$ cat config.mk
export PLATFORM = sky130hd
export DESIGN_NAME = serialized_string_decoder_top
export DESIGN_NICKNAME = d
export VERILOG_FILES = /design/src/rtl/core/ssd_pkg.sv /design/src/rtl/core/ssd_front.sv /design/src/rtl/core/ssd_queue.sv /design/src/rtl/core/ssd_back.sv /design/src/rtl/core/serialized_string_decoder_top.sv
export SDC_FILE = /design/constraint.sdc
export NUM_CORES = 1
export LEC_CHECK = 0
export ABC_AREA = 1
export BUFFER_PORTS_ARGS = -buffer_cell sky130_fd_sc_hd__buf_2
export CAP_MARGIN = 40
export CORE_MARGIN = 3
export CORE_UTILIZATION = 50
export CTS_BUF_LIST = sky130_fd_sc_hd__clkbuf_4 sky130_fd_sc_hd__clkbuf_8 sky130_fd_sc_hd__clkbuf_16
export DETAILED_ROUTE_END_ITERATION = 10
export GPL_TIMING_DRIVEN = 0
export HOLD_SLACK_MARGIN = 0.1
export PLACE_DENSITY = 0.73
export SLEW_MARGIN = 15
export SYNTH_ARGS = -nofsm -noshare
export SYNTH_HDL_FRONTEND = slang
export SYNTH_SLANG_ARGS = --single-unit
$ cat constraint.sdc
create_clock -name clock -period 5.6 [get_ports clock]
set_input_delay 0.56 -clock clock [delete_from_list [all_inputs] [get_ports clock]]
set_output_delay 0.56 -clock clock [all_outputs]
set_load 0.005 [all_outputs]
$ cat src/rtl/core/ssd_pkg.sv
// Shared types and constants for the serialized string decoder.
// Used by every module under rtl/core; depends on nothing else.
`default_nettype none

package ssd_pkg;

   localparam int BYTE_W  = 8;
   localparam int UNIT_W  = 16;
   localparam int ACCUM_W = 64;

   localparam int COMPRESSOR_BITS_DEF = 3;
   localparam int COUNT_BITS_DEF      = 32;

   localparam int QUEUE_DEPTH = 4;
   localparam int QPTR_W      = $clog2(QUEUE_DEPTH);

   typedef logic [ACCUM_W-1:0] accum_type;

   // Pending UTF continuation bytes
   localparam logic [1:0] CONT_NONE = 2'd0;
   localparam logic [1:0] CONT_ONE  = 2'd1;
   localparam logic [1:0] CONT_TWO  = 2'd2;

   typedef enum logic [1:0] {
      PH_HEADER = 2'd0,
      PH_ASCII  = 2'd1,
      PH_UTF    = 2'd2
   } phase_type;

   typedef enum logic [1:0] {
      RK_CHAR     = 2'd0,
      RK_EMPTY    = 2'd1,
      RK_BAD_COMP = 2'd2,
      RK_BAD_CHAR = 2'd3
   } kind_type;

   typedef struct packed {
      kind_type          kind;
      logic [UNIT_W-1:0] unit;
      logic              last;
   } rec_type;

   typedef struct packed {
      logic full;
      logic empty;
   } q_status_type;

endpackage

`default_nettype wire

$ cat src/rtl/core/ssd_front.sv
// Front end: accepts stream bytes, parses header and characters, pushes result records.
// Depends on ssd_pkg; feeds ssd_queue.
`default_nettype none

module ssd_front
   import ssd_pkg::*;
#(
   parameter int COMPRESSOR_BITS = COMPRESSOR_BITS_DEF,
   parameter int COUNT_BITS      = COUNT_BITS_DEF
) (
   input  logic              clock,
   input  logic              reset,
   input  logic              req_valid,
   input  logic [BYTE_W-1:0] req_byte_value,
   output logic              req_stall,
   input  q_status_type      q_status,
   output logic              push,
   output rec_type           push_rec
);

   localparam int SHIFT  = COMPRESSOR_BITS + 1;
   localparam int HI_POS = SHIFT + COUNT_BITS;
   localparam accum_type CMASK = (accum_type'(1) << COMPRESSOR_BITS) - accum_type'(1);
   localparam accum_type HI_MASK =
      (HI_POS >= ACCUM_W) ? '0 : ~((accum_type'(1) << HI_POS) - accum_type'(1));
   localparam logic [COUNT_BITS-1:0] COUNT_MAX = '1;

   phase_type               phase_ff, phase_in;
   accum_type               accum_ff, accum_in;
   logic [COUNT_BITS-1:0]   chars_left_ff, chars_left_in;
   logic [UNIT_W-1:0]       partial_ff, partial_in;
   logic [1:0]              cont_ff, cont_in;

   logic                    accept;
   logic                    clear_all;
   accum_type               accum_next;
   accum_type               shifted;
   logic [COUNT_BITS-1:0]   chars_dec;
   logic                    string_done;

   always_ff @(posedge clock) begin
      if (reset) begin
         phase_ff      <= PH_HEADER;
         accum_ff      <= '0;
         chars_left_ff <= '0;
         partial_ff    <= '0;
         cont_ff       <= CONT_NONE;
      end else begin
         phase_ff      <= phase_in;
         accum_ff      <= accum_in;
         chars_left_ff <= chars_left_in;
         partial_ff    <= partial_in;
         cont_ff       <= cont_in;
      end
   end

   always_comb begin
      req_stall   = q_status.full;
      accept      = req_valid && !q_status.full;
      accum_next  = {accum_ff[ACCUM_W-8:0], req_byte_value[6:0]};
      shifted     = accum_next >> SHIFT;
      chars_dec   = chars_left_ff - {{(COUNT_BITS-1){1'b0}}, (chars_left_ff != '0)};
      string_done = (chars_dec == '0);

      phase_in      = phase_ff;
      accum_in      = accum_ff;
      chars_left_in = chars_left_ff;
      partial_in    = partial_ff;
      cont_in       = cont_ff;
      clear_all     = 1'b0;
      push          = 1'b0;
      push_rec      = '{kind: RK_CHAR, unit: '0, last: 1'b0};

      if (accept) begin
         case (phase_ff)
            PH_ASCII: begin
               push          = 1'b1;
               push_rec.unit = UNIT_W'(req_byte_value[6:0]);
               push_rec.last = req_byte_value[7];
               clear_all     = req_byte_value[7];
            end
            PH_UTF: begin
               case (cont_ff)
                  CONT_TWO: begin
                     partial_in = partial_ff | {4'b0, req_byte_value[5:0], 6'b0};
                     cont_in    = CONT_ONE;
                  end
                  CONT_ONE: begin
                     push          = 1'b1;
                     push_rec.unit = partial_ff | {10'b0, req_byte_value[5:0]};
                     push_rec.last = string_done;
                     partial_in    = '0;
                     cont_in       = CONT_NONE;
                     chars_left_in = chars_dec;
                     clear_all     = string_done;
                  end
                  default: begin
                     if (!req_byte_value[7]) begin
                        push          = 1'b1;
                        push_rec.unit = UNIT_W'(req_byte_value);
                        push_rec.last = string_done;
                        chars_left_in = chars_dec;
                        clear_all     = string_done;
                     end else if (req_byte_value[7:5] == 3'b110) begin
                        partial_in = {5'b0, req_byte_value[4:0], 6'b0};
                        cont_in    = CONT_ONE;
                     end else if (req_byte_value[7:4] == 4'hE) begin
                        partial_in = {req_byte_value[3:0], 12'b0};
                        cont_in    = CONT_TWO;
                     end else begin
                        // invalid lead byte still counts as one character
                        push          = 1'b1;
                        push_rec.kind = RK_BAD_CHAR;
                        push_rec.last = string_done;
                        chars_left_in = chars_dec;
                        clear_all     = string_done;
                     end
                  end
               endcase
            end
            default: begin
               accum_in = accum_next;
               if (req_byte_value[7]) begin
                  if (accum_next == '0) begin
                     push          = 1'b1;
                     push_rec.kind = RK_EMPTY;
                     push_rec.last = 1'b1;
                     clear_all     = 1'b1;
                  end else if ((accum_next & CMASK) != '0) begin
                     push          = 1'b1;
                     push_rec.kind = RK_BAD_COMP;
                     push_rec.last = 1'b1;
                     clear_all     = 1'b1;
                  end else begin
                     accum_in   = '0;
                     partial_in = '0;
                     cont_in    = CONT_NONE;
                     if (!shifted[0]) begin
                        phase_in = PH_ASCII;
                     end else begin
                        phase_in      = PH_UTF;
                        // saturate counts that do not fit the counter
                        chars_left_in = ((accum_next & HI_MASK) != '0) ?
                                        COUNT_MAX : shifted[COUNT_BITS-1:0];
                     end
                  end
               end
            end
         endcase

         if (clear_all) begin
            phase_in      = PH_HEADER;
            accum_in      = '0;
            chars_left_in = '0;
            partial_in    = '0;
            cont_in       = CONT_NONE;
         end
      end
   end

endmodule

`default_nettype wire

$ cat src/rtl/core/ssd_queue.sv
// Short result queue between the parser front end and the output stage.
// Depends on ssd_pkg.
`default_nettype none

module ssd_queue
   import ssd_pkg::*;
(
   input  logic         clock,
   input  logic         reset,
   input  logic         push,
   input  rec_type      push_rec,
   input  logic         pop,
   output rec_type      head_rec,
   output q_status_type q_status
);

   rec_type             entry_ff [QUEUE_DEPTH];
   logic [QPTR_W-1:0]   wr_ptr_ff, wr_ptr_in;
   logic [QPTR_W-1:0]   rd_ptr_ff, rd_ptr_in;
   logic [QPTR_W:0]     count_ff, count_in;

   always_ff @(posedge clock) begin
      if (push) begin
         entry_ff[wr_ptr_ff] <= push_rec;
      end
   end

   always_ff @(posedge clock) begin
      if (reset) begin
         wr_ptr_ff <= '0;
         rd_ptr_ff <= '0;
         count_ff  <= '0;
      end else begin
         wr_ptr_ff <= wr_ptr_in;
         rd_ptr_ff <= rd_ptr_in;
         count_ff  <= count_in;
      end
   end

   always_comb begin
      wr_ptr_in = push ? wr_ptr_ff + 1'b1 : wr_ptr_ff;
      rd_ptr_in = pop  ? rd_ptr_ff + 1'b1 : rd_ptr_ff;
      count_in  = count_ff;
      if (push && !pop) begin
         count_in = count_ff + 1'b1;
      end else if (!push && pop) begin
         count_in = count_ff - 1'b1;
      end
      q_status.full  = (count_ff == (QPTR_W+1)'(QUEUE_DEPTH));
      q_status.empty = (count_ff == '0);
      head_rec       = entry_ff[rd_ptr_ff];
   end

   a_no_push_full: assert property (@(posedge clock) disable iff (reset)
      push |-> !q_status.full)
      else $error("queue written while full");

   a_no_pop_empty: assert property (@(posedge clock) disable iff (reset)
      pop |-> !q_status.empty)
      else $error("queue read while empty");

   a_count_bound: assert property (@(posedge clock) disable iff (reset)
      count_ff <= (QPTR_W+1)'(QUEUE_DEPTH))
      else $error("queue count out of range");

endmodule

`default_nettype wire

$ cat src/rtl/core/ssd_back.sv
// Output stage: takes records from the queue and presents them as result fields.
// Depends on ssd_pkg; reads ssd_queue.
`default_nettype none

module ssd_back
   import ssd_pkg::*;
(
   input  logic              clock,
   input  logic              reset,
   input  q_status_type      q_status,
   input  rec_type           head_rec,
   output logic              pop,
   output logic              rsp_valid,
   input  logic              rsp_stall,
   output logic [UNIT_W-1:0] rsp_code_unit,
   output logic              rsp_last,
   output logic              rsp_empty_res,
   output logic              rsp_bad_compression,
   output logic              rsp_bad_char
);

   logic              valid_ff, valid_in;
   logic [UNIT_W-1:0] unit_ff, unit_in;
   logic              last_ff, last_in;
   logic              empty_ff, empty_in;
   logic              bad_comp_ff, bad_comp_in;
   logic              bad_char_ff, bad_char_in;

   always_ff @(posedge clock) begin
      if (reset) begin
         valid_ff <= 1'b0;
      end else begin
         valid_ff <= valid_in;
      end
   end

   always_ff @(posedge clock) begin
      unit_ff     <= unit_in;
      last_ff     <= last_in;
      empty_ff    <= empty_in;
      bad_comp_ff <= bad_comp_in;
      bad_char_ff <= bad_char_in;
   end

   always_comb begin
      // load when the output register is free or being taken
      pop         = !q_status.empty && (!valid_ff || !rsp_stall);
      valid_in    = pop || (valid_ff && rsp_stall);
      unit_in     = unit_ff;
      last_in     = last_ff;
      empty_in    = empty_ff;
      bad_comp_in = bad_comp_ff;
      bad_char_in = bad_char_ff;
      if (pop) begin
         unit_in     = (head_rec.kind == RK_CHAR) ? head_rec.unit : '0;
         last_in     = head_rec.last;
         empty_in    = (head_rec.kind == RK_EMPTY);
         bad_comp_in = (head_rec.kind == RK_BAD_COMP);
         bad_char_in = (head_rec.kind == RK_BAD_CHAR);
      end
   end

   assign rsp_valid           = valid_ff;
   assign rsp_code_unit       = unit_ff;
   assign rsp_last            = last_ff;
   assign rsp_empty_res       = empty_ff;
   assign rsp_bad_compression = bad_comp_ff;
   assign rsp_bad_char        = bad_char_ff;

   a_one_flag: assert property (@(posedge clock) disable iff (reset)
      rsp_valid |-> $onehot0({rsp_empty_res, rsp_bad_compression, rsp_bad_char}))
      else $error("more than one result flag set");

   a_header_end: assert property (@(posedge clock) disable iff (reset)
      (rsp_valid && (rsp_empty_res || rsp_bad_compression)) |-> rsp_last)
      else $error("header result without last");

   a_flag_zero_unit: assert property (@(posedge clock) disable iff (reset)
      (rsp_valid && (rsp_empty_res || rsp_bad_compression || rsp_bad_char))
         |-> (rsp_code_unit == '0))
      else $error("flagged result carries a code unit");

endmodule

`default_nettype wire

$ cat src/rtl/core/serialized_string_decoder_top.sv
// Serialized string decoder, top level.
// Instantiates ssd_front, ssd_queue and ssd_back; depends on ssd_pkg.
//
// Usage:
//   Request channel (req_valid / req_stall / req_byte_value) carries one raw
//   stream byte per request. Each string is a varint length header followed
//   by ASCII or UTF body bytes. Every request produces zero or one result.
//   Result channel (rsp_valid / rsp_stall / rsp_*) carries a decoded code
//   unit plus last, empty_res, bad_compression and bad_char flags.
//   Throughput: one request per cycle, sustained, while results are taken.
//   Path: the parser writes the four-entry queue at the edge that accepts
//   the request, and the output register loads from the queue once it is
//   free or being taken; rsp_valid rises as it loads.
//   Stall: while rsp_stall is high the output register holds; the queue
//   absorbs up to four more results, after which req_stall rises until
//   space frees up. req_stall depends only on the queue fill level.
//   Reset: synchronous; clears parser state, queue and output valid, and
//   the block is ready for a new header in the next cycle.
`default_nettype none

module serialized_string_decoder_top
   import ssd_pkg::*;
#(
   parameter int COMPRESSOR_BITS = COMPRESSOR_BITS_DEF,
   parameter int COUNT_BITS      = COUNT_BITS_DEF
) (
   input  logic              clock,
   input  logic              reset,
   input  logic              req_valid,
   output logic              req_stall,
   input  logic [BYTE_W-1:0] req_byte_value,
   output logic              rsp_valid,
   input  logic              rsp_stall,
   output logic [UNIT_W-1:0] rsp_code_unit,
   output logic              rsp_last,
   output logic              rsp_empty_res,
   output logic              rsp_bad_compression,
   output logic              rsp_bad_char
);

   q_status_type q_status;
   logic         push;
   rec_type      push_rec;
   logic         pop;
   rec_type      head_rec;

   ssd_front #(
      .COMPRESSOR_BITS (COMPRESSOR_BITS),
      .COUNT_BITS      (COUNT_BITS)
   ) u_front (
      .clock          (clock),
      .reset          (reset),
      .req_valid      (req_valid),
      .req_byte_value (req_byte_value),
      .req_stall      (req_stall),
      .q_status       (q_status),
      .push           (push),
      .push_rec       (push_rec)
   );

   ssd_queue u_queue (
      .clock    (clock),
      .reset    (reset),
      .push     (push),
      .push_rec (push_rec),
      .pop      (pop),
      .head_rec (head_rec),
      .q_status (q_status)
   );

   ssd_back u_back (
      .clock               (clock),
      .reset               (reset),
      .q_status            (q_status),
      .head_rec            (head_rec),
      .pop                 (pop),
      .rsp_valid           (rsp_valid),
      .rsp_stall           (rsp_stall),
      .rsp_code_unit       (rsp_code_unit),
      .rsp_last            (rsp_last),
      .rsp_empty_res       (rsp_empty_res),
      .rsp_bad_compression (rsp_bad_compression),
      .rsp_bad_char        (rsp_bad_char)
   );

endmodule

`default_nettype wire

==> results of run 1 <==
area by class of cell:
cell class	instances	area share [%]
repair buffers	36	1.97
clock inverters	3	0.161
clock buffers	37	6.16
well taps	270	2.90
flip-flops and latches	209	44.1
multi-input cells	961	38.7
plain buffers	64	2.90
inverters	94	3.10
per-stage QoR:
step	hold WS, ns	instance area (um2)
after floorplan	0.436	10400
after global placement	0.454	10800
after detailed placement	0.461	10900
after CTS	0.363	11700
after global routing	0.390	11700
final	0.374	11700
layer usage:
| layer | global-route usage (%) | up-vias |
|---|---|---|
| li1 | - | 4535 |
| met1 | 31.1 | 4180 |
| met2 | 40.6 | 310 |
| met3 | 2.97 | 69 |
| met4 | 7.37 | 0 |
| met5 | 0 | - |
worst max-delay path, cell delays in order, from the launching register on:
cell and delay (ns):
sky130_fd_sc_hd__dfxtp_1 0.34, sky130_fd_sc_hd__nor2_1 0.25, sky130_fd_sc_hd__nand2_1 0.11, sky130_fd_sc_hd__nor2_1 0.29, sky130_fd_sc_hd__nand4_1 0.19, sky130_fd_sc_hd__ha_1 0.33, sky130_fd_sc_hd__ha_1 0.35, sky130_fd_sc_hd__nand2_4 0.17
sky130_fd_sc_hd__nor2_2 0.05, sky130_fd_sc_hd__nand2_2 0.15, sky130_fd_sc_hd__inv_1 0.08, sky130_fd_sc_hd__nand2_1 0.06, sky130_fd_sc_hd__nand2_1 0.08, sky130_fd_sc_hd__nor2_1 0.09, sky130_fd_sc_hd__nand3_1 0.12, sky130_fd_sc_hd__nor2_1 0.13
sky130_fd_sc_hd__nand3_1 0.18, sky130_fd_sc_hd__nand2_2 0.14, sky130_fd_sc_hd__nand2_4 0.12, sky130_fd_sc_hd__buf_6 0.18, sky130_fd_sc_hd__inv_4 0.12, sky130_fd_sc_hd__buf_4 0.19, sky130_fd_sc_hd__nor3_1 0.06, sky130_fd_sc_hd__nor2_1 0.21
sky130_fd_sc_hd__nor2_1 0.08
placed cells by master (no fill, tap or decap), drive strengths merged, types with 5 or more instances in the layout:
cell type	instances
o22ai	5
o221ai	5
a21oi	97
edfxtp	96
clkbuf	69
buf	68
nand3	96
inv	92
clkinv	5
dfxtp	113
o211ai	5
o311ai	6
o21ai	69
nand2	322
nor2	268
nand4	15
ha	11
nor3	25
a211oi	5
nor4	15
report_power, final:
group / internal [W] / switching, W
logic: 0.000982 / 0.00223
registers: 0.00192 / 0.000147
clock network: 0.000874 / 0.000574
cells by family after synthesis:
kind of cell | synth area share [%]
compound gates | 10.3
xor+xnor | 0.338
fa+ha+maj | 1.52
buf+inv | 6.76
flops | 49.7
simple gates | 31.4
worst max path at each step:
stage / cells past startpoint / to / slack (ns) / startpoint
4_1_cts: 24 / u_front.chars_left_ff[18] / 1.51 / u_front.chars_left_ff[8]
3_5_place_dp: 24 / u_front.chars_left_ff[18] / 1.57 / u_front.chars_left_ff[8]
6_report: 24 / u_front.chars_left_ff[18] / 1.40 / u_front.chars_left_ff[8]
5_1_grt: 23 / u_front.chars_left_ff[20] / 1.11 / u_front.chars_left_ff[8]
3_3_place_gp: 24 / u_front.chars_left_ff[18] / 1.61 / u_front.chars_left_ff[8]
2_1_floorplan: 25 / u_front.chars_left_ff[29] / 2.47 / u_front.chars_left_ff[2]
flip-flops by register name, indices dropped and copies added, names as in the netlist, named ones only:
| name | cells |
|---|---|
| u_back.rsp_valid | 1 |
| u_back.rsp_bad_compression | 1 |
| u_front.phase_ff | 2 |
| u_queue.wr_ptr_ff | 2 |
| u_queue.count_ff | 3 |
| u_front.chars_left_ff | 32 |
| u_queue.entry_ff | 76 |
| u_back.rsp_last | 1 |
| u_queue.rd_ptr_ff | 2 |
| u_front.accum_ff | 57 |
| u_back.rsp_empty_res | 1 |
| u_front.cont_ff | 2 |
| u_back.rsp_bad_char | 1 |
| u_back.rsp_code_unit | 16 |
| u_front.partial_ff | 10 |
==> metrics.md, run 1 <==
| Metric | Value |
|---|---|
| Number of standard cells after synthesis | `1,328` |
| Maximum clock path buffer count | `3` |
| Total area of multi-input combinational cells | `4520 um2` |
| Sinks on the clock net | `approximately 210` |
| Cell type with the highest aggregate area in the netlist | `sky130_fd_sc_hd__edfxtp_1` |
| Die area | `22,500 um2` |
| Remaining number of nets flagged by the antenna check after routing | `0` |
| Sequential fraction of the synthesis area | `49.7%` |
| Maxcap violations | `0` |
| Tot GR Track Use | `23.6%` |
| Number of antenna violations at the first check in global routing | `0` |
| Clock H-tree levels | `1` |
| Combined flip-flop and latch cell area | `slightly above 5000 um2` |
| Detailed-routing wirelength on met1 | `between 10 and 15 mm` |
| Kind of end point of the critical path | `flop` |
| Power density relative to cell area | `577 nW/um2` |
| DR iter-0 viols | `723` |
| Avg WL per Cell | `16.0 um` |
| Final hold vios | `0` |
| Remaining Overflow, GRT | `0` |
| Worst setup timing slack at the placement stage | `approximately 1.6 ns` |
| Post-synth top cells | `sky130_fd_sc_hd__nand2_1 (309), sky130_fd_sc_hd__nor2_1 (256), sky130_fd_sc_hd__dfxtp_1 (113)` |
| Total DRC errors in the routed layout | `0` |
| Post-route non-filler standard cell count | `1,674` |
| Cell depth of the worst min-delay path | `3` |
| Startpoint of the lowest-slack register-to-register path | `u_front.chars_left_ff[8]` |
| Area of the mapped netlist | `~10,000 um2` |
| Placed Cells | `1,633` |
| Routed wl met2 | `13.0 mm` |
| Post-route clock period utilization | `74.9%` |
| Final core area utilization | `roughly 57%` |
| Final weighted congestion in routability-driven placement | `~0.95` |
| Worst slew pin tran | `0.705 ns` |
| Clock-pin transition on the worst setup and hold timing paths | `0.06 ns` |
| Diodes inserted | `0` |
| Total length of routed met3 wires | `approximately 1.6 mm` |
| Die height | `150 um` |
| Synth cell types | `48` |
| Synth Warn # | `0` |
| Half-perimeter wire length after placement | `19.6 mm` |
| Highest fanout seen on the critical path | `10` |
| Worst hold path endpoint | `u_front.accum_ff[3]` |
| Synth async-reset ratio | `0%` |
| I/O pins | `34` |
| Worst slew margin relative to its limit | `53.0%` |
| Destination of the worst register-to-register timing path | `u_front.chars_left_ff[18]` |
| Number of buffers inserted to repair setup after CTS | `0` |
| Worst setup path category | `reg2reg` |
| Wire length after detailed routing | `~27 mm` |
| Hold-fix buffers, CTS | `0` |
| Max Slew Vio Count | `0` |
| Global-route wire length before repair | `42.8 mm` |
| Mean instance size in the synthesized netlist | `7.80 um2` |
| Total leakage power | `4.77 nW` |
| Dominant synthesized flop cell | `sky130_fd_sc_hd__dfxtp_1` |
| CTS resizes | `0` |
| Number of global-route vias before repair | `8,399` |
| Cell at the root of the clock tree | `sky130_fd_sc_hd__clkbuf_16` |
| Net count of the finished layout | `1,413` |
| # fillers | `1,870` |
| Average vias per placed instance | `5.43` |
| Post-synthesis to final-layout area growth | `12.7%` |
| Setup TNS | `0 ns` |
| # port buffers | `31` |
| Uppermost layer routed | `met4` |
| Highest clock rate | `238 MHz` |
| Peak VDD IR | `393 uV` |
| CP Data Required Time | `~6.0 ns` |
| Net count after synthesis | `1,352` |
| Share of cells above drive strength 1 | `10.5%` |
| Top cells by area, synth | `sky130_fd_sc_hd__edfxtp_1 (28%), sky130_fd_sc_hd__dfxtp_1 (22%), sky130_fd_sc_hd__nand2_1 (11%)` |
| Cts bufs inserted | `23` |
| Critical hold path startpoint | `req_byte_value[3]` |
| Total Power Consumption | `0.00673 W` |
| Flop2flop setup slack | `1.40 ns` |
| Yosys top cell area share | `27.8%` |
| Placeable core region | `20,300 um2` |
| Setup clock skew after layout | `0.0137 ns` |
| Unrepaired setup endpoints after global routing | `no` |
| Outcome | `complete, no violations` |
| Crit start category | `flop` |
| Final critical delay including setup and external delays | `4.20 ns` |
| Initial standard-cell utilization of the core | `51.0%` |
| Clock latency at the later pin of the worst-skew pair | `0.51 ns` |
| Number of rows created at floorplan | `52` |
| Most instantiated library cell after synthesis | `sky130_fd_sc_hd__nand2_1` |
| Synthesized flop and latch total | `approximately 210` |
| Vias after detailed routing | `9,094` |
| Min setup slack post-route | `1.40 ns` |
| CTS tree | `built` |
| Depth of the most critical reg-to-reg path | `24` |
| Arrival time at the worst endpoint | `approximately 4.6 ns` |
| Drt pass-1 iters | `5` |
| Die extent in x | `150 um` |
| Post-synth EDFFs | `96` |
| Number of setup violations in the final report | `0` |
| HP Class | `in2reg` |
| Maximum number of pins on one net before global-route repair | `23` |
No activity file was read; power rests on OpenSTA's default activity.
==> run 2: changes to the inputs <==
--- a/config.mk
+++ b/config.mk
@@ -5,7 +5,7 @@
 export SDC_FILE = /design/constraint.sdc
 export NUM_CORES = 1
 export LEC_CHECK = 0
-export ABC_AREA = 1
+export ABC_AREA = 0
 export BUFFER_PORTS_ARGS = -buffer_cell sky130_fd_sc_hd__buf_2
 export CAP_MARGIN = 40
 export CORE_MARGIN = 3
@@ -14,7 +14,7 @@
 export DETAILED_ROUTE_END_ITERATION = 10
 export GPL_TIMING_DRIVEN = 0
 export HOLD_SLACK_MARGIN = 0.1
-export PLACE_DENSITY = 0.73
+export PLACE_DENSITY = 0.74
 export SLEW_MARGIN = 15
 export SYNTH_ARGS = -nofsm -noshare
 export SYNTH_HDL_FRONTEND = slang
==> constraint.sdc (replaced) <==
create_clock -name clock -period 3.95 [get_ports clock]
set_input_delay 0.395 -clock clock [delete_from_list [all_inputs] [get_ports clock]]
set_output_delay 0.395 -clock clock [all_outputs]
set_load 0.005 [all_outputs]
==> metrics.md, run 2 <==
| Metric | Value |
|---|---|
| Cell depth of the worst min-delay path | `3` |
| Avg WL per Cell | `roughly 22 um` |
| Met1 Resource Use GR | `33.8%` |
| Cell at the root of the clock tree | `sky130_fd_sc_hd__clkbuf_16` |
| Net count of the finished layout | `1,064` |
| Remaining number of nets flagged by the antenna check after routing | `0` |
| Post-synth top cells | `sky130_fd_sc_hd__dfxtp_1 (113), sky130_fd_sc_hd__nor2_1 (102), sky130_fd_sc_hd__edfxtp_1 (96)` |
| Max Slew Vio Count | `0` |
| Clock latency at the later pin of the worst-skew pair | `0.50 ns` |
| Met2 Resource Use GR | `40.2%` |
| Final hold vios | `0` |
| Commonest non-fill, non-tap cells in the layout | `sky130_fd_sc_hd__dfxtp_1 (107), sky130_fd_sc_hd__nor2_1 (99), sky130_fd_sc_hd__edfxtp_1 (96)` |
| # port buffers | `30` |
| Final core area utilization | `about two thirds` |
| Top cells by area, synth | `sky130_fd_sc_hd__edfxtp_1 (30%), sky130_fd_sc_hd__dfxtp_1 (23%), sky130_fd_sc_hd__mux4_2 (4.4%)` |
| Critical hold path startpoint | `rsp_stall` |
| Final weighted congestion in routability-driven placement | `0.964` |
| Highest fanout seen on the critical path | `6` |
| Worst setup path category | `reg2reg` |
| Die height | `about 150 um` |
| Startpoint of the lowest-slack register-to-register path | `u_front.chars_left_ff[16]` |
| Final critical delay including setup and external delays | `about 4.3 ns` |
| Half-perimeter wire length after placement | `between 15 and 20 mm` |
| Synthesized flop and latch total | `209` |
| Outcome | `complete, but fails checks` |
| Maxcap violations | `0` |
| Number of antenna violations at the first check in global routing | `0` |
| Sequential fraction of the synthesis area | `53.2%` |
| Maximum single-stage delay on the critical path | `between 0.5 and 0.6 ns` |
| Sinks on the clock net | `209` |
| Synth async-reset ratio | `0%` |
| Global-route wire length before repair | `42.7 mm` |
| Cts bufs inserted | `22` |
| Total Power Consumption | `0.00678 W` |
| Most instantiated library cell after synthesis | `sky130_fd_sc_hd__dfxtp_1` |
| DR iter-0 viols | `1,011` |
| Flop2flop setup slack | `-0.35 ns` |
| CP Data Required Time | `around 4.4 ns` |
| Net count after synthesis | `950` |
| Dominant synthesized flop cell | `sky130_fd_sc_hd__dfxtp_1` |
| Number of standard cells after synthesis | `between 900 and 1,000` |
| Vias after detailed routing | `8,401` |
| Met3 Resource Use GR | `4.37%` |
| Post-route clock period utilization | `109%` |
| Tot GR Track Use | `25.1%` |
| Unrepaired setup endpoints after global routing | `yes` |
| Maximum clock path buffer count | `3` |
| Series of cell instances along the critical path | `nor3_4 -> nand4b_1 -> or4_4 -> or4b_4 -> ha_4 -> ha_4 -> nor3b_4 -> buf_4 -> nand4_1 -> xor2_2 -> nand4_1 -> and4b_2 -> a21oi_2 -> or4_1 -> a21oi_1` |
| Synth cell types | `65` |
| Post-route non-filler standard cell count | `1,316` |
| Die extent in x | `approximately 150 um` |
| Depth of the most critical reg-to-reg path | `15` |
| Number of setup violations in the final report | `107` |
| Kind of end point of the critical path | `flop` |
| Cell type with the highest aggregate area in the netlist | `sky130_fd_sc_hd__edfxtp_1` |
| Worst hold path endpoint | `u_back.rsp_valid` |
| CTS tree | `built` |
| Post-synthesis to final-layout area growth | `26.9%` |
| Most flop-heavy register | `u_queue.entry_ff` |
| Category of cells accounting for the largest share of critical-path delay | `simple AND/OR/NAND/NOR gates` |
| Maximum number of pins on one net before global-route repair | `24` |
| Placed Cells | `about 1,200` |
| Setup clock skew after layout | `0.00700 ns` |
| Flip-flop count of the largest register, all copies and words added | `76` |
| Worst slew pin tran | `just over 0.9 ns` |
| Highest clock rate | `233 MHz` |
| Wire length after detailed routing | `28.6 mm` |
| Die area | `about 21,000 um2` |
| Drt pass-1 iters | `9` |
| Leading registers by flop count | `u_queue.entry_ff x76, u_front.accum_ff x57, u_front.chars_left_ff x32` |
| Dpl cell area | `10,300 um2` |
| I/O pins | `34` |
| Peak-usage layer in the global routing report | `met2` |
| Share of cells above drive strength 1 | `27.0%` |
| Synth Warn # | `0` |
| Worst slew margin relative to its limit | `39.1%` |
| Total leakage power | `around 4.3 nW` |
| Number of global-route vias before repair | `between 7,000 and 8,000` |
| Leading cell type in the layout, fill and taps excluded | `sky130_fd_sc_hd__dfxtp_1` |
| Peak VDD IR | `276 uV` |
| Buffering stage count on the worst path with inverters included | `1` |
| Average vias per placed instance | `6.38` |
| Min setup slack post-route | `-0.348 ns` |
| Yosys top cell area share | `just under 30%` |
| HP Class | `in2reg` |
| Number of rows created at floorplan | `50` |
| Post-synth EDFFs | `96` |
| Worst Hold Slack | `0.164 ns` |
| Clock H-tree levels | `1` |
| Diodes inserted | `0` |
| Crit start category | `flop` |
| Violations in the final reports | `DRC, setup timing` |
| Clock-pin transition on the worst setup and hold timing paths | `about 0.06 ns` |
| Arrival time at the worst endpoint | `4.73 ns` |
| Post-route cell area | `12,300 um2` |
| Power density relative to cell area | `between 500 and 600 nW/um2` |
| Placeable core region | `18,800 um2` |
| Area of the mapped netlist | `9680 um2` |
| Standard cell with the maximum stage delay on the critical path | `sky130_fd_sc_hd__or4b_4` |
| Remaining Overflow, GRT | `0` |
| # fillers | `1,379` |
| Total DRC errors in the routed layout | `1` |
| Mean instance size in the synthesized netlist | `10.5 um2` |
| Destination of the worst register-to-register timing path | `u_front.phase_ff[0]` |
| Initial standard-cell utilization of the core | `between 50% and 60%` |
run 2: metrics by stage:
step	setup TNS, ns	setup WS, ns
finish	-25.82	-0.348
global route	-33.78	-0.429
CTS	-23.88	-0.308
detailed placement	-83.64	-1.00
global placement	-84.77	-1.02
floorplan	0	0.0136
run 2: layout make-up:
type	instances	area (um2)	area share (%)
sequential	209	5160	42.0
multi-input combinational	634	4840	39.4
timing repair buffer	92	781	6.36
clock buffer	34	677	5.51
buffer	63	382	3.11
tap	260	325	2.65
inverter	18	67.6	0.550
clock inverter	6	50.0	0.408
run 2: cell families after synthesis:
logic type               share of synthesized area [%]
buffers and inverters                             3.34
AND/OR/NAND/NOR                                   19.2
XOR/XNOR                                          2.08
AO/OA/AOI/OAI                                     15.8
flip-flops                                        53.2
adder cells (fa/ha/maj)                           1.63
multiplexers                                      4.84
run 2: worst max path at each step:
stage | from | end | depth (start not counted)
after global placement | u_front.chars_left_ff[14] | u_front.chars_left_ff[27] | 17
final | u_front.chars_left_ff[16] | u_front.phase_ff[0] | 15
after CTS | u_front.chars_left_ff[14] | u_front.chars_left_ff[16] | 16
after floorplan | u_front.chars_left_ff[14] | u_front.phase_ff[0] | 16
after global routing | u_front.chars_left_ff[16] | u_front.accum_ff[44] | 18
after detailed placement | u_front.chars_left_ff[14] | u_front.chars_left_ff[21] | 17
run 2: worst min-delay path, stage by stage:
cell and delay [ns]:
sky130_fd_sc_hd__buf_2 0.12, sky130_fd_sc_hd__nand2_1 0.05, sky130_fd_sc_hd__a21oi_1 0.05
run 2: layer usage:
| layer | up-vias | routed length, um |
|---|---|---|
| met5 | - | 0 |
| met3 | 123 | 2620 |
| met1 | 4028 | 11400 |
| li1 | 3742 | - |
| met2 | 508 | 13200 |
| met4 | 0 | 1370 |
run 2: where the power goes:
part	total, W	switching, W	internal (W)	leakage (nW)
clock	0.00203	0.000836	0.00119	0.361
combinational	0.00218	0.00120	0.000973	2.14
sequential	0.00257	0.0000810	0.00249	1.84
total	0.00678	0.00212	0.00466	4.34
run 2: repair_timing:
| action | 4_1_cts | 5_1_grt |
|---|---|---|
| pin swaps | 48 | 82 |
| resized for setup | 102 | 110 |
| cloned | 5 | 5 |
| hold endpoints to repair | 0 | 0 |
| hold buffers | 0 | 0 |
| setup buffers | 33 | 15 |
| setup endpoints to repair | 107 | 108 |
==> run 3: changes to the inputs <==
--- a/config.mk
+++ b/config.mk
@@ -14,7 +14,7 @@
 export DETAILED_ROUTE_END_ITERATION = 10
 export GPL_TIMING_DRIVEN = 0
 export HOLD_SLACK_MARGIN = 0.1
-export PLACE_DENSITY = 0.74
+export PLACE_DENSITY = 0.67
 export SLEW_MARGIN = 15
 export SYNTH_ARGS = -nofsm -noshare
 export SYNTH_HDL_FRONTEND = slang
==> constraint.sdc (replaced) <==
create_clock -name clock -period 4.9 [get_ports clock]
set_input_delay 0.49 -clock clock [delete_from_list [all_inputs] [get_ports clock]]
set_output_delay 0.49 -clock clock [all_outputs]
set_load 0.005 [all_outputs]
==> metrics.md, run 3 (synthesis gave the netlist of run 2 again) <==
| Metric | Value |
|---|---|
| Post-route non-filler standard cell count | `about 1,300` |
| Net count of the finished layout | `1,017` |
| CTS tree | `built` |
| Number of rows created at floorplan | `50` |
| Remaining Overflow, GRT | `0` |
| Detailed-routing wirelength on met1 | `11.2 mm` |
| Setup clock skew after layout | `approximately 0.013 ns` |
| Number of setup violations in the final report | `0` |
| Cts bufs inserted | `23` |
| Most flop-heavy register | `u_queue.entry_ff` |
| Cell at the root of the clock tree | `sky130_fd_sc_hd__clkbuf_16` |
| Remaining number of nets flagged by the antenna check after routing | `0` |
| Total leakage power | `3.90 nW` |
| Maximum number of pins on one net before global-route repair | `24` |
| Final critical delay including setup and external delays | `4.80 ns` |
| Post-synthesis to final-layout area growth | `15.3%` |
| Uppermost layer routed | `met4` |
| Min setup slack post-route | `just over 0.1 ns` |
| Total DRC errors in the routed layout | `0` |
| Maximum clock path buffer count | `3` |
| Kind of end point of the critical path | `flop` |
| Die extent in x | `145 um` |
| Routed wl met2 | `12.0 mm` |
| Setup TNS | `0 ns` |
| Clock latency at the later pin of the worst-skew pair | `0.52 ns` |
| # port buffers | `30` |
| Average vias per placed instance | `6.19` |
| HP Class | `in2reg` |
| Clock H-tree levels | `1` |
| Placeable core region | `18,800 um2` |
| CP Data Required Time | `5.36 ns` |
| Sinks on the clock net | `about 210` |
| Tot GR Track Use | `24.5%` |
| Maxcap violations | `0` |
| Total length of routed met3 wires | `2.06 mm` |
| Die area | `roughly 21,000 um2` |
| Leading registers by flop count | `u_queue.entry_ff x76, u_front.accum_ff x57, u_front.chars_left_ff x32` |
| Peak VDD IR | `between 200 and 250 uV` |
| Maximum single-stage delay on the critical path | `between 0.7 and 0.8 ns` |
| Vias after detailed routing | `7,861` |
| Highest fanout seen on the critical path | `9` |
| Total Power Consumption | `between 0.005 and 0.006 W` |
| Diodes inserted | `0` |
| DR iter-0 viols | `834` |
| Worst slew pin tran | `0.895 ns` |
| Leading cell type in the layout, fill and taps excluded | `sky130_fd_sc_hd__dfxtp_1` |
| Commonest non-fill, non-tap cells in the layout | `sky130_fd_sc_hd__dfxtp_1 (113), sky130_fd_sc_hd__nor2_1 (102), sky130_fd_sc_hd__edfxtp_1 (96)` |
| Standard cell with the maximum stage delay on the critical path | `sky130_fd_sc_hd__or4b_2` |
| Avg WL per Cell | `20.8 um` |
| Drt pass-1 iters | `7` |
| Global-route wire length before repair | `between 40 and 50 mm` |
| Die height | `145 um` |
| Worst slew margin relative to its limit | `between 30% and 40%` |
| Number of global-route vias before repair | `7,403` |
| Power density relative to cell area | `about 450 nW/um2` |
| Final hold vios | `0` |
| I/O pins | `34` |
| Category of cells accounting for the largest share of critical-path delay | `simple AND/OR/NAND/NOR gates` |
| Series of cell instances along the critical path | `buf_2 -> nor3_4 -> nand4b_1 -> or4_1 -> or4b_2 -> ha_2 -> ha_2 -> nor3b_4 -> a32o_1 -> a22oi_2 -> or3_4 -> nor4_4 -> buf_4 -> a21o_4 -> or4_1 -> a21oi_1` |
| Clock-pin transition on the worst setup and hold timing paths | `approximately 0.070 ns` |
| Share of cells above drive strength 1 | `13.6%` |
| Worst setup path category | `reg2reg` |
| Max Slew Vio Count | `0` |
| Wire length after detailed routing | `26.4 mm` |
| Arrival time at the worst endpoint | `roughly 5.3 ns` |
| Final weighted congestion in routability-driven placement | `0.963` |
| Buffering stage count on the worst path with inverters included | `2` |
| Half-perimeter wire length after placement | `~18 mm` |
| Worst setup timing slack at the placement stage | `-1.16 ns` |
| Post-route clock period utilization | `97.9%` |
| Placed Cells | `1,221` |
| Number of antenna violations at the first check in global routing | `0` |
| Flip-flop count of the largest register, all copies and words added | `76` |
| Crit start category | `flop` |
| Highest clock rate | `between 200 and 250 MHz` |
| Outcome | `complete, no violations` |
| Initial standard-cell utilization of the core | `slightly above 50%` |
run 3: layout make-up:
cell class	count	area [um2]
well taps	260	325
flip-flops and latches	209	5140
fillers	1587	7670
plain buffers	66	302
multi-input cells	633	4350
clock inverters	14	88.8
clock buffers	27	606
repair buffers	42	278
inverters	18	67.6
run 3: worst reg2reg max path, delay by kind of cell, from the launching register on:
family | cells | cell delay, ns
DFF | 1 | 0.29
adders and majority gates | 2 | 0.49
AOI/OAI and AO/OA | 4 | 0.96
buffers and inverters | 2 | 0.37
and+or+nand+nor | 8 | 2.61
run 3: final timing paths:
path / cells past startpoint / from / end / slack [ns]
worst max-delay path: 16 / u_front.chars_left_ff[14] / u_front.phase_ff[0] / 0.10
worst min-delay path: 3 / rsp_stall / u_back.rsp_valid / 0.23
worst max register to register: 16 / u_front.chars_left_ff[14] / u_front.phase_ff[0] / 0.10
worst min register to register: 1 / u_front.partial_ff[8] / u_front.partial_ff[8] / 0.48
run 3: per-layer routing:
metal	up-vias	global-route usage, %
met3	72	3.50
met4	0	9.31
met2	380	39.2
li1	3657	-
met5	-	0
met1	3752	34.0
run 3: timing repair:
action	CTS	global route
pin swaps	4	7
endpoints found under the setup margin	107	107
resized for setup	30	19
hold endpoints to repair	0	0
setup buffers	3	3
hold buffers	0	0
gates cloned	0	0
run 3: stage by stage:
stage          hold slack [ns]  util [%]  instance area, um2
3_3_place_gp             0.453      53.9               10200
2_1_floorplan            0.441         -                9680
4_1_cts                  0.227      58.8               11100
6_report                 0.234      59.2               11200
5_1_grt                  0.240      59.2               11200
3_5_place_dp             0.466      54.4               10200
run 3: power breakdown:
part	internal (W)	leakage [nW]	switching, W
clock network	0.000893	0.349	0.000699
registers	0.00201	1.84	0.0000612
logic	0.000555	1.71	0.000828
total	0.00346	3.90	0.00159
